==> config.mk <==
export PLATFORM = sky130hd
export DESIGN_NAME = onewire_bus_master_core
export DESIGN_NICKNAME = d
export VERILOG_FILES = /design/src/rtl/core/owb_pkg.sv /design/src/rtl/core/owb_step.sv /design/src/rtl/core/onewire_bus_master_core.sv
export SDC_FILE = /design/constraint.sdc
export NUM_CORES = 1
export LEC_CHECK = 0
export CAP_MARGIN = 20
export CORE_UTILIZATION = 55
export DETAILED_ROUTE_END_ITERATION = 10
export DONT_BUFFER_PORTS = 1
export GPL_ROUTABILITY_DRIVEN = 0
export PLACE_DENSITY = 0.67
export SYNTH_ARGS = -nofsm -noshare
export SYNTH_HDL_FRONTEND = slang
export SYNTH_SLANG_ARGS = --single-unit
==> constraint.sdc <==
create_clock -name clock -period 7.4 [get_ports clock]
set_input_delay 1.11 -clock clock [delete_from_list [all_inputs] [get_ports clock]]
set_output_delay 1.11 -clock clock [all_outputs]
set_load 0.01 [all_outputs]
==> src/rtl/core/owb_pkg.sv <==
// Shared types and constants for the one-wire bus master core.
package owb_pkg;

   // Bits sent or received per byte command (1 to 8).
   localparam int unsigned BITS_PER_BYTE = 8;

   // Widths of the configuration port.
   localparam int unsigned CSR_INDEX_W = 3;
   localparam int unsigned CSR_DATA_W  = 10;

   // Command codes carried by the mode field.
   typedef enum logic [1:0] {
      MODE_NONE  = 2'd0,
      MODE_RESET = 2'd1,
      MODE_WRITE = 2'd2,
      MODE_READ  = 2'd3
   } mode_type;

   // Configuration register indexes.
   typedef enum logic [CSR_INDEX_W-1:0] {
      CSR_RESET_LOW     = 3'd0,
      CSR_PRESENCE_WAIT = 3'd1,
      CSR_SLOT_START    = 3'd2,
      CSR_WRITE_HOLD    = 3'd3,
      CSR_READ_SAMPLE   = 3'd4,
      CSR_RECOVERY      = 3'd5
   } csr_index_type;

   // Register reset values.
   localparam logic [9:0] RESET_LOW_DEF     = 10'd500;
   localparam logic [9:0] PRESENCE_WAIT_DEF = 10'd70;
   localparam logic [5:0] SLOT_START_DEF    = 6'd2;
   localparam logic [6:0] WRITE_HOLD_DEF    = 7'd58;
   localparam logic [5:0] READ_SAMPLE_DEF   = 6'd10;
   localparam logic [5:0] RECOVERY_DEF      = 6'd2;

   // Sequencer phases.
   typedef enum logic [2:0] {
      PH_IDLE       = 3'd0,
      PH_RST_LOW    = 3'd1,
      PH_RST_WAIT   = 3'd2,
      PH_SLOT_START = 3'd3,
      PH_WRITE_HOLD = 3'd4,
      PH_READ_WAIT  = 3'd5,
      PH_RECOVER    = 3'd6
   } phase_type;

   // Slot timing registers.
   typedef struct packed {
      logic [9:0] reset_low_time;
      logic [9:0] presence_wait_time;
      logic [5:0] slot_start_time;
      logic [6:0] write_hold_time;
      logic [5:0] read_sample_delay;
      logic [5:0] recovery_time;
   } cfg_type;

   // One tick of input.
   typedef struct packed {
      mode_type   mode;
      logic [7:0] write_data;
      logic       line_level;
   } item_type;

   // One tick of output.
   typedef struct packed {
      logic       drive_enable;
      logic       drive_level;
      logic       busy_res;
      logic       done_res;
      logic       presence;
      logic [7:0] read_data;
   } result_type;

   // Sequencer state carried from tick to tick.
   typedef struct packed {
      phase_type  phase;
      logic [9:0] tick_count;
      logic [2:0] bit_index;
      logic [7:0] shift_byte;
      logic       presence_flag;
      mode_type   op_kind;
      logic [7:0] last_read;
   } state_type;

endpackage

==> src/rtl/core/owb_step.sv <==
// Combinational one-tick step of the bus sequencer: next state and result.
module owb_step (
   input  owb_pkg::state_type  state_cur,
   input  owb_pkg::cfg_type    cfg,
   input  owb_pkg::item_type   item,
   output owb_pkg::state_type  state_nxt,
   output owb_pkg::result_type result
);
   import owb_pkg::*;

   localparam logic [3:0] LAST_BIT = 4'(BITS_PER_BYTE);

   // A zero timing register counts as one tick.
   function automatic logic [9:0] at_least_one(input logic [9:0] v);
      return (v == 10'd0) ? 10'd1 : v;
   endfunction

   state_type  eff;
   logic       start;
   logic [9:0] len;
   logic [9:0] tick_inc;
   logic       expire;
   logic       last_bit;

   // A command is taken only while idle; it opens its first phase this tick.
   always_comb begin
      start = (state_cur.phase == PH_IDLE) && (item.mode != MODE_NONE);
      eff   = state_cur;
      if (start) begin
         eff.op_kind    = item.mode;
         eff.tick_count = 10'd0;
         eff.bit_index  = 3'd0;
         if (item.mode == MODE_RESET) begin
            eff.phase = PH_RST_LOW;
         end else begin
            eff.phase      = PH_SLOT_START;
            eff.shift_byte = (item.mode == MODE_WRITE) ? item.write_data : 8'd0;
         end
      end
   end

   // Length of the current phase from the timing registers.
   always_comb begin
      unique case (eff.phase)
         PH_RST_LOW:    len = at_least_one(cfg.reset_low_time);
         PH_RST_WAIT:   len = at_least_one(cfg.presence_wait_time);
         PH_SLOT_START: len = at_least_one({4'd0, cfg.slot_start_time});
         PH_WRITE_HOLD: len = at_least_one({3'd0, cfg.write_hold_time});
         PH_READ_WAIT:  len = at_least_one({4'd0, cfg.read_sample_delay});
         default:       len = at_least_one({4'd0, cfg.recovery_time});
      endcase
      tick_inc = eff.tick_count + 10'd1;
      expire   = tick_inc >= len;
      last_bit = ({1'b0, eff.bit_index} + 4'd1) >= LAST_BIT;
   end

   // Next state.
   always_comb begin
      state_nxt = eff;
      if (eff.phase != PH_IDLE) begin
         state_nxt.tick_count = expire ? 10'd0 : tick_inc;
         if (expire) begin
            unique case (eff.phase)
               PH_RST_LOW: begin
                  state_nxt.phase = PH_RST_WAIT;
               end
               PH_RST_WAIT: begin
                  state_nxt.presence_flag = ~item.line_level;
                  state_nxt.phase         = PH_IDLE;
               end
               PH_SLOT_START: begin
                  state_nxt.phase = (eff.op_kind == MODE_WRITE) ? PH_WRITE_HOLD
                                                               : PH_READ_WAIT;
               end
               PH_WRITE_HOLD: begin
                  state_nxt.phase = PH_RECOVER;
               end
               PH_READ_WAIT: begin
                  if (item.line_level) begin
                     state_nxt.shift_byte[eff.bit_index] = 1'b1;
                  end
                  state_nxt.phase = PH_RECOVER;
               end
               PH_RECOVER: begin
                  if (last_bit) begin
                     if (eff.op_kind == MODE_READ) begin
                        state_nxt.last_read = eff.shift_byte;
                     end
                     state_nxt.phase = PH_IDLE;
                  end else begin
                     state_nxt.bit_index = eff.bit_index + 3'd1;
                     state_nxt.phase     = PH_SLOT_START;
                  end
               end
               default: begin
                  state_nxt.phase = PH_IDLE;
               end
            endcase
         end
      end
   end

   // Line drive and status for this tick.
   always_comb begin
      result.drive_enable = 1'b0;
      result.drive_level  = 1'b0;
      result.busy_res     = (eff.phase != PH_IDLE);
      result.done_res     = 1'b0;
      unique case (eff.phase)
         PH_RST_LOW, PH_SLOT_START: begin
            result.drive_enable = 1'b1;
         end
         PH_WRITE_HOLD: begin
            result.drive_enable = 1'b1;
            result.drive_level  = eff.shift_byte[eff.bit_index];
         end
         PH_RST_WAIT: begin
            result.done_res = expire;
         end
         PH_RECOVER: begin
            result.done_res = expire && last_bit;
         end
         default: begin
            result.done_res = 1'b0;
         end
      endcase
      result.presence  = state_nxt.presence_flag;
      result.read_data = state_nxt.last_read;
   end

endmodule

==> src/rtl/core/onewire_bus_master_core.sv <==
// Top level of the one-wire bus master: handshake, timing registers and state.
// A taken tick waits in the input register until the result register can load it.
// Throughput: one tick per cycle unless rsp_stall holds; the single step sets it.
// An input register and a result register let a new tick enter while a result waits.
// Reset: synchronous, active high; phase idle, counters and bytes zero, timing
// registers at their default values.
module onewire_bus_master_core (
   input  logic                               clock,
   input  logic                               reset,
   input  logic                               req_valid,
   output logic                               req_stall,
   input  logic [1:0]                         req_mode,
   input  logic [7:0]                         req_write_data,
   input  logic                               req_line_level,
   output logic                               rsp_valid,
   input  logic                               rsp_stall,
   output logic                               rsp_drive_enable,
   output logic                               rsp_drive_level,
   output logic                               rsp_busy_res,
   output logic                               rsp_done_res,
   output logic                               rsp_presence,
   output logic [7:0]                         rsp_read_data,
   input  logic                               csr_wen,
   input  logic [owb_pkg::CSR_INDEX_W-1:0]    csr_index,
   input  logic [owb_pkg::CSR_DATA_W-1:0]     csr_wdata
);
   import owb_pkg::*;

   cfg_type    cfg_ff, cfg_in;
   state_type  state_ff, state_in;
   item_type   item_ff, item_in;
   result_type result_ff, result_in, step_result;
   logic       in_valid_ff, in_valid_in;
   logic       out_valid_ff, out_valid_in;
   logic       req_take;
   logic       advance;

   // Handshake: the input register empties when the result register can load.
   always_comb begin
      advance      = in_valid_ff && (!out_valid_ff || !rsp_stall);
      req_stall    = in_valid_ff && !advance;
      req_take     = req_valid && !req_stall;
      in_valid_in  = req_take || (in_valid_ff && !advance);
      out_valid_in = advance || (out_valid_ff && rsp_stall);
      item_in      = req_take ? item_type'{mode: mode_type'(req_mode),
                                           write_data: req_write_data,
                                           line_level: req_line_level}
                              : item_ff;
      result_in    = advance ? step_result : result_ff;
   end

   // Timing register writes.
   always_comb begin
      cfg_in = cfg_ff;
      if (csr_wen) begin
         unique case (csr_index_type'(csr_index))
            CSR_RESET_LOW:     cfg_in.reset_low_time     = csr_wdata;
            CSR_PRESENCE_WAIT: cfg_in.presence_wait_time = csr_wdata;
            CSR_SLOT_START:    cfg_in.slot_start_time    = csr_wdata[5:0];
            CSR_WRITE_HOLD:    cfg_in.write_hold_time    = csr_wdata[6:0];
            CSR_READ_SAMPLE:   cfg_in.read_sample_delay  = csr_wdata[5:0];
            CSR_RECOVERY:      cfg_in.recovery_time      = csr_wdata[5:0];
            default:           cfg_in = cfg_ff;
         endcase
      end
   end

   owb_step u_step (
      .state_cur (state_ff),
      .cfg       (cfg_ff),
      .item      (item_ff),
      .state_nxt (state_in),
      .result    (step_result)
   );

   // Control, state and configuration registers.
   always_ff @(posedge clock) begin
      if (reset) begin
         in_valid_ff  <= 1'b0;
         out_valid_ff <= 1'b0;
         cfg_ff       <= '{reset_low_time:     RESET_LOW_DEF,
                           presence_wait_time: PRESENCE_WAIT_DEF,
                           slot_start_time:    SLOT_START_DEF,
                           write_hold_time:    WRITE_HOLD_DEF,
                           read_sample_delay:  READ_SAMPLE_DEF,
                           recovery_time:      RECOVERY_DEF};
         state_ff     <= '{phase: PH_IDLE, op_kind: MODE_NONE, default: '0};
      end else begin
         in_valid_ff  <= in_valid_in;
         out_valid_ff <= out_valid_in;
         cfg_ff       <= cfg_in;
         if (advance) begin
            state_ff <= state_in;
         end
      end
   end

   // Payload registers.
   always_ff @(posedge clock) begin
      item_ff   <= item_in;
      result_ff <= result_in;
   end

   assign rsp_valid        = out_valid_ff;
   assign rsp_drive_enable = result_ff.drive_enable;
   assign rsp_drive_level  = result_ff.drive_level;
   assign rsp_busy_res     = result_ff.busy_res;
   assign rsp_done_res     = result_ff.done_res;
   assign rsp_presence     = result_ff.presence;
   assign rsp_read_data    = result_ff.read_data;

endmodule
Word level (Yosys, flattened, before mapping)
Cells that the tools add are included.

operators by class
  equality and inequality tests = 15
  order comparisons = 4
  bitwise operators = 2
  add/subtract/negate cells = 3
  reductions and logical operators = 32
  mux-type cells = 35

operators with widths
  cell                     number
  $mux W8                  9
  $pmux W10 S5             1
  $mux W10                 3
  $mux W25                 1
  $mux W24                 1
  $logic_not A10 Y1        2
  $logic_not A6 Y1         3
  $mux W6                  3
  $eq A3 B3 Y1 const B     5
  $eq A3 B2 Y1 const B     4
  $mux W12                 1
  $pmux W3 S4              1
  $reduce_and A2 Y1        6
  $add A10 B1 Y10 const B  1
  $ge A10 B10 Y1           1
  $mux W3                  3
  $or A8 B8 Y8             1
  $logic_and A1 B1 Y1      7
  $logic_not A7 Y1         1
  $mux W7                  1
  $eq A2 B2 Y1 const B     3
  $eq A3 B1 Y1 const B     2
  $logic_not A3 Y1         2
  $mux W2                  3
  other kinds (17)         26

word-level totals
  output and inout bits = 15
  bits in registers = 106
  logic and storage cells = 115

Logic depth before layout (Yosys ltp)
  depth after elaboration = 13
  mapped depth = 17
  depth with buffers taken out = 14

By module
A second synthesis with hierarchy kept.

unflattened totals
  cell total of the unflattened synthesis = 634
  area total of the unflattened synthesis = 6008.3 sq um

modules (own cells, without submodules)
  module                   seq. area each (sq um)  cells an instance  times used  area an instance (sq um)
  onewire_bus_master_core  2362.3                  361                1           4207.8
  owb_step                 0.0                     273                1           1800.5

Worst setup path after synthesis
Ideal clock, no wire load.

  path kind = flip-flop to flip-flop
  start point = register state_ff[32] in the netlist's numbering
  end point = register result_ff (netlist bit rsp_read_data[3]), data pin
  stages on the path, launching flop included = 14
  library setup time = 0.260 ns
  buffers on the path = 0
  arrival time = 3.249 ns
  period minus slack after synthesis = 3.509 ns
  required time = 7.140 ns
  setup slack = 3.891 ns
  cells stage by stage = dfxtp_1 -> nor3_1 -> o21ai_1 -> and2_1 -> ha_1 -> nand4_1 -> xor2_1 -> nor2_1 -> ha_1 -> o21ai_0 -> nor2_1 -> or3_4 -> o21ai_0 -> mux2_2

RTL lines
  element                 RTL line                        source
  start, declared         onewire_bus_master_core.sv:30   state_type state_ff, state_in;
  start signal, assigned  onewire_bus_master_core.sv:93   state_ff <= state_in;
  end signal, assigned    onewire_bus_master_core.sv:101  result_ff <= result_in;
  end, declared           onewire_bus_master_core.sv:32   result_type result_ff, result_in, step_result;

Worst setup path after layout
  start point = register state_ff[32] in the netlist's numbering
  end point = register state_ff[21] in the netlist's numbering

on the way
  longest elaborated chain between the ends = 9
  elaborated cells between the ends (all ways) = 20
  classes of those cells = add/sub: 3; order compare: 2; eq/ne: 6; mux: 6; reduce/logical: 3

ends and longest elaborated chain
  element                                                                  RTL line        source
  $logic_not A3 Y1                                                         owb_step.sv:27  start = (state_cur.phase == PH_IDLE) && (item.mode != MODE_NONE);
  $logic_and A1 B1 Y1                                                      owb_step.sv:27
  $mux W24 *                                                               owb_step.sv:29  if (start) begin
  parallel branches: the longest is 5 deep, another holds $add A10 B1 Y10  --
  $mux W25 *                                                               owb_step.sv:60  if (eff.phase != PH_IDLE) begin

Mark *: on every way between the ends.
A chain may end at the register's enable or synchronous reset.

==> flow_metrics.env <==
export IMPL_synth_xor_area_frac=0.0133
export IMPL_grt_overflow=0
export IMPL_dr_first_iter_drc_count=393
export IMPL_start_util=0.570
export IMPL_synth_area_top_cells="dfxtp_1, edfxtp_1, nand2_1, a21oi_1, nor2_1"
export IMPL_synthSimpleGateAreaFrac=0.259
export IMPL_multiInputGateArea_sq_um=2710
export IMPL_grt_pass1_wl_mm=20.7
export IMPL_yosys_warnings=0
export IMPL_synth_compound_area_share=0.166
export IMPL_crit_required_ns=7.69
export IMPL_dr_pass1_iters=7
export IMPL_detail_route_antenna_nets=0
export IMPL_fill_cells=844
export IMPL_min_from="state_ff[0]"
export IMPL_maxCapViolCount=0
export IMPL_slew_limit_headroom=0.397
export IMPL_rsz0062_at_grt="false"
export IMPL_cts_tree="built"
export IMPL_tns_ns=0
export IMPL_powerDensity_nw_per_um2=198
export IMPL_die_w_um=99.8
export IMPL_diodes=0
export IMPL_worstHoldPathType="flip-flop to flip-flop"
export IMPL_fin_area_sq_um=5470
export IMPL_min_period_over_period=0.605
export IMPL_max_freq_mhz=223
export IMPL_synth_edff_count=24
export IMPL_die_h_um=99.8
export IMPL_design_core_area_sq_um=9240
export IMPL_antenna_found_initial=0
export IMPL_startpoint_type="flip-flop"
export IMPL_track_usage=0.271
export IMPL_slew_violations=0
export IMPL_ir_drop_v=0.000198
export IMPL_critical_path_class="flip-flop to flip-flop"
export IMPL_grt_pass1_vias=4015
export IMPL_cts_sinks=106
export IMPL_cts_htree_levels=3
export IMPL_synth_top_area_frac=0.312
export IMPL_worstSetupStartpoint="state_ff[32]"
export IMPL_ys_async_sr_fraction=0
export IMPL_power_leakage_nw=1.94
export IMPL_ys_flop_type="dfxtp_1"
export IMPL_ys_types=61
export IMPL_syn2layout_area_growth_pct=3.99
export IMPL_drive_above_1_share=0.0657
export IMPL_worst_slew_pin_transition_ns=0.903
export IMPL_synthAdderAreaFrac=0.0285
export IMPL_port_buffers=0
export IMPL_wl_per_cell_um=17.6
export IMPL_synth_nets=651
export IMPL_clockBufferDepth=2
export IMPL_placedCellCount=707
export IMPL_cts_buffers=9
export IMPL_ys_ff_latch=106
export IMPL_yosysMostFrequentCell="nand2_1"
export IMPL_num_io_pins=44
export IMPL_cts_repair_resized=0
export IMPL_status="completed"
export IMPL_final_cells=723
export IMPL_grt_max_degree=83
export IMPL_synth_top_cells_by_count="nand2_1, dfxtp_1, nor2_1, a21oi_1, nand3_1"
export IMPL_regArea_sq_um=2360
export IMPL_yosysSeqAreaShare=0.449
export IMPL_min_period_ns=4.48
export IMPL_cts_hold_buf=0
export IMPL_hpwl_mm=8.89
export IMPL_synth_area_per_cell_sq_um=8.63
export IMPL_cp_data_arrival_time_ns=4.77
export IMPL_synth_area_sq_um=5260
export IMPL_synth_top_family_by_area="simple AND/OR/NAND/NOR gates"
export IMPL_drc=0
export IMPL_dpl_cell_area_sq_um=5280
export IMPL_yosys_area_top_type="dfxtp_1"
export IMPL_nets=630
export IMPL_insertion_delay_ns=0.39
export IMPL_postCtsSetupBuffers=0
export IMPL_critical_path_endpoint_type="flip-flop"
export IMPL_drt_total_wl_mm=12.7
export IMPL_cts_root_buf="clkbuf_8"
export IMPL_crit_fanout=25
export IMPL_finalSetupViolCount=0
export IMPL_clkSlewWorstSetupHoldPaths_ns=0.11
export IMPL_die_area_sq_um=9960
export IMPL_vias=4429
export IMPL_final_hold_violation_count=0
export IMPL_synthMuxAreaShare=0.0471
export IMPL_rows=35
export IMPL_viasPerCell=6.13
export IMPL_finalClockSkew_ns=0.0114
export IMPL_r2r_start="state_ff[32]"
export IMPL_synth_cells=610
-- layout make-up --
cell class                      instances  share of cell area
Sequential cell                       106               0.432
Inverter                               10             0.00686
Timing Repair Buffer                    2             0.00274
Clock inverter                          6              0.0112
Multi-Input combinational cell        460               0.495
Clock buffer                           10              0.0233
Tap cell                              129              0.0295
-- flip-flops by register name (all words and copies together) (netlist names) --
register / count
rsp_drive_level: 1
rsp_read_data: 8
item_ff: 11
rsp_done_res: 1
cfg_ff: 45
state_ff: 35
rsp_drive_enable: 1
rsp_presence: 1
rsp_valid: 1
in_valid_ff: 1
rsp_busy_res: 1
-- critical path, stage by stage, from the launching register on --
cell	delay [ns]
dfxtp_1	0.57
nor3_1	0.56
o21ai_1	0.33
and2_1	0.28
ha_1	0.23
nand4_1	0.12
xor2_1	0.16
nor2_1	0.08
ha_1	0.33
o21ai_0	0.20
nor2_1	0.06
or3_4	0.41
nor2_2	0.57
nor2_1	0.19
a221oi_1	0.29
-- cells in the final DEF, fill, tap and decap left out, types with 5 or more instances in the layout --
| cell type | n |
|---|---|
| nand4_1 | 10 |
| nor2_1 | 61 |
| a311oi_1 | 7 |
| o21ai_0 | 18 |
| a22oi_1 | 7 |
| nand3_1 | 25 |
| nor2b_1 | 6 |
| a21oi_1 | 55 |
| nand2_1 | 102 |
| a211oi_1 | 8 |
| inv_1 | 9 |
| ha_1 | 12 |
| clkbuf_8 | 9 |
| dfxtp_1 | 82 |
| nand2b_1 | 10 |
| a31oi_1 | 7 |
| mux2_2 | 6 |
| xor2_1 | 7 |
| edfxtp_1 | 24 |
| nand3b_1 | 13 |
| or2_1 | 5 |
| a211o_1 | 5 |
| nor3_1 | 11 |
| and3_1 | 8 |
| a221oi_1 | 5 |
| mux2i_1 | 18 |
-- where the power goes --
part	leakage (nW)	total [W]	switching [W]	internal [W]
combinational	0.956	0.000106	0.0000679	0.0000384
sequential	0.889	0.000631	0.0000200	0.000611
clock	0.0922	0.000345	0.000214	0.000131
-- metrics by stage --
stage / worst slack (ns) / hold slack [ns] / total power (W) / util
5_1_grt: 2.58 / 0.474 / 0.00113 / 0.592
3_3_place_gp: 3.29 / 0.436 / 0.000746 / 0.572
4_1_cts: 3.05 / 0.457 / 0.00109 / 0.592
3_5_place_dp: 3.10 / 0.441 / 0.000749 / 0.572
2_1_floorplan: 3.89 / 0.434 / 0.000731 / -
6_report: 2.92 / 0.462 / 0.00108 / 0.592
-- metal layers --
layer | track usage | vias to the layer above | share of wire
met5 | 0 | - | 0
met2 | 0.394 | 201 | 0.43
met1 | 0.396 | 2062 | 0.46
met4 | 0.0769 | 0 | 0.017
met3 | 0.0682 | 18 | 0.095
li1 | - | 2148 | -
-- path summary, 6_finish.rpt --
kind / end / cells past startpoint / slack [ns]
worst max register to register: state_ff[21] / 14 / 2.92
worst min-delay path: state_ff[0] / 2 / 0.46
worst min register to register: state_ff[0] / 2 / 0.46
worst max-delay path: state_ff[21] / 14 / 2.92
-- logic make-up after synthesis --
group	after synthesis
and+or+nand+nor	280
AOI/OAI and AO/OA	136
DFF	106
buffers and inverters	44
muxes	24
adders and majority gates	12
xor gates and xnor gates	8
Power figures use the tool's default switching activity.
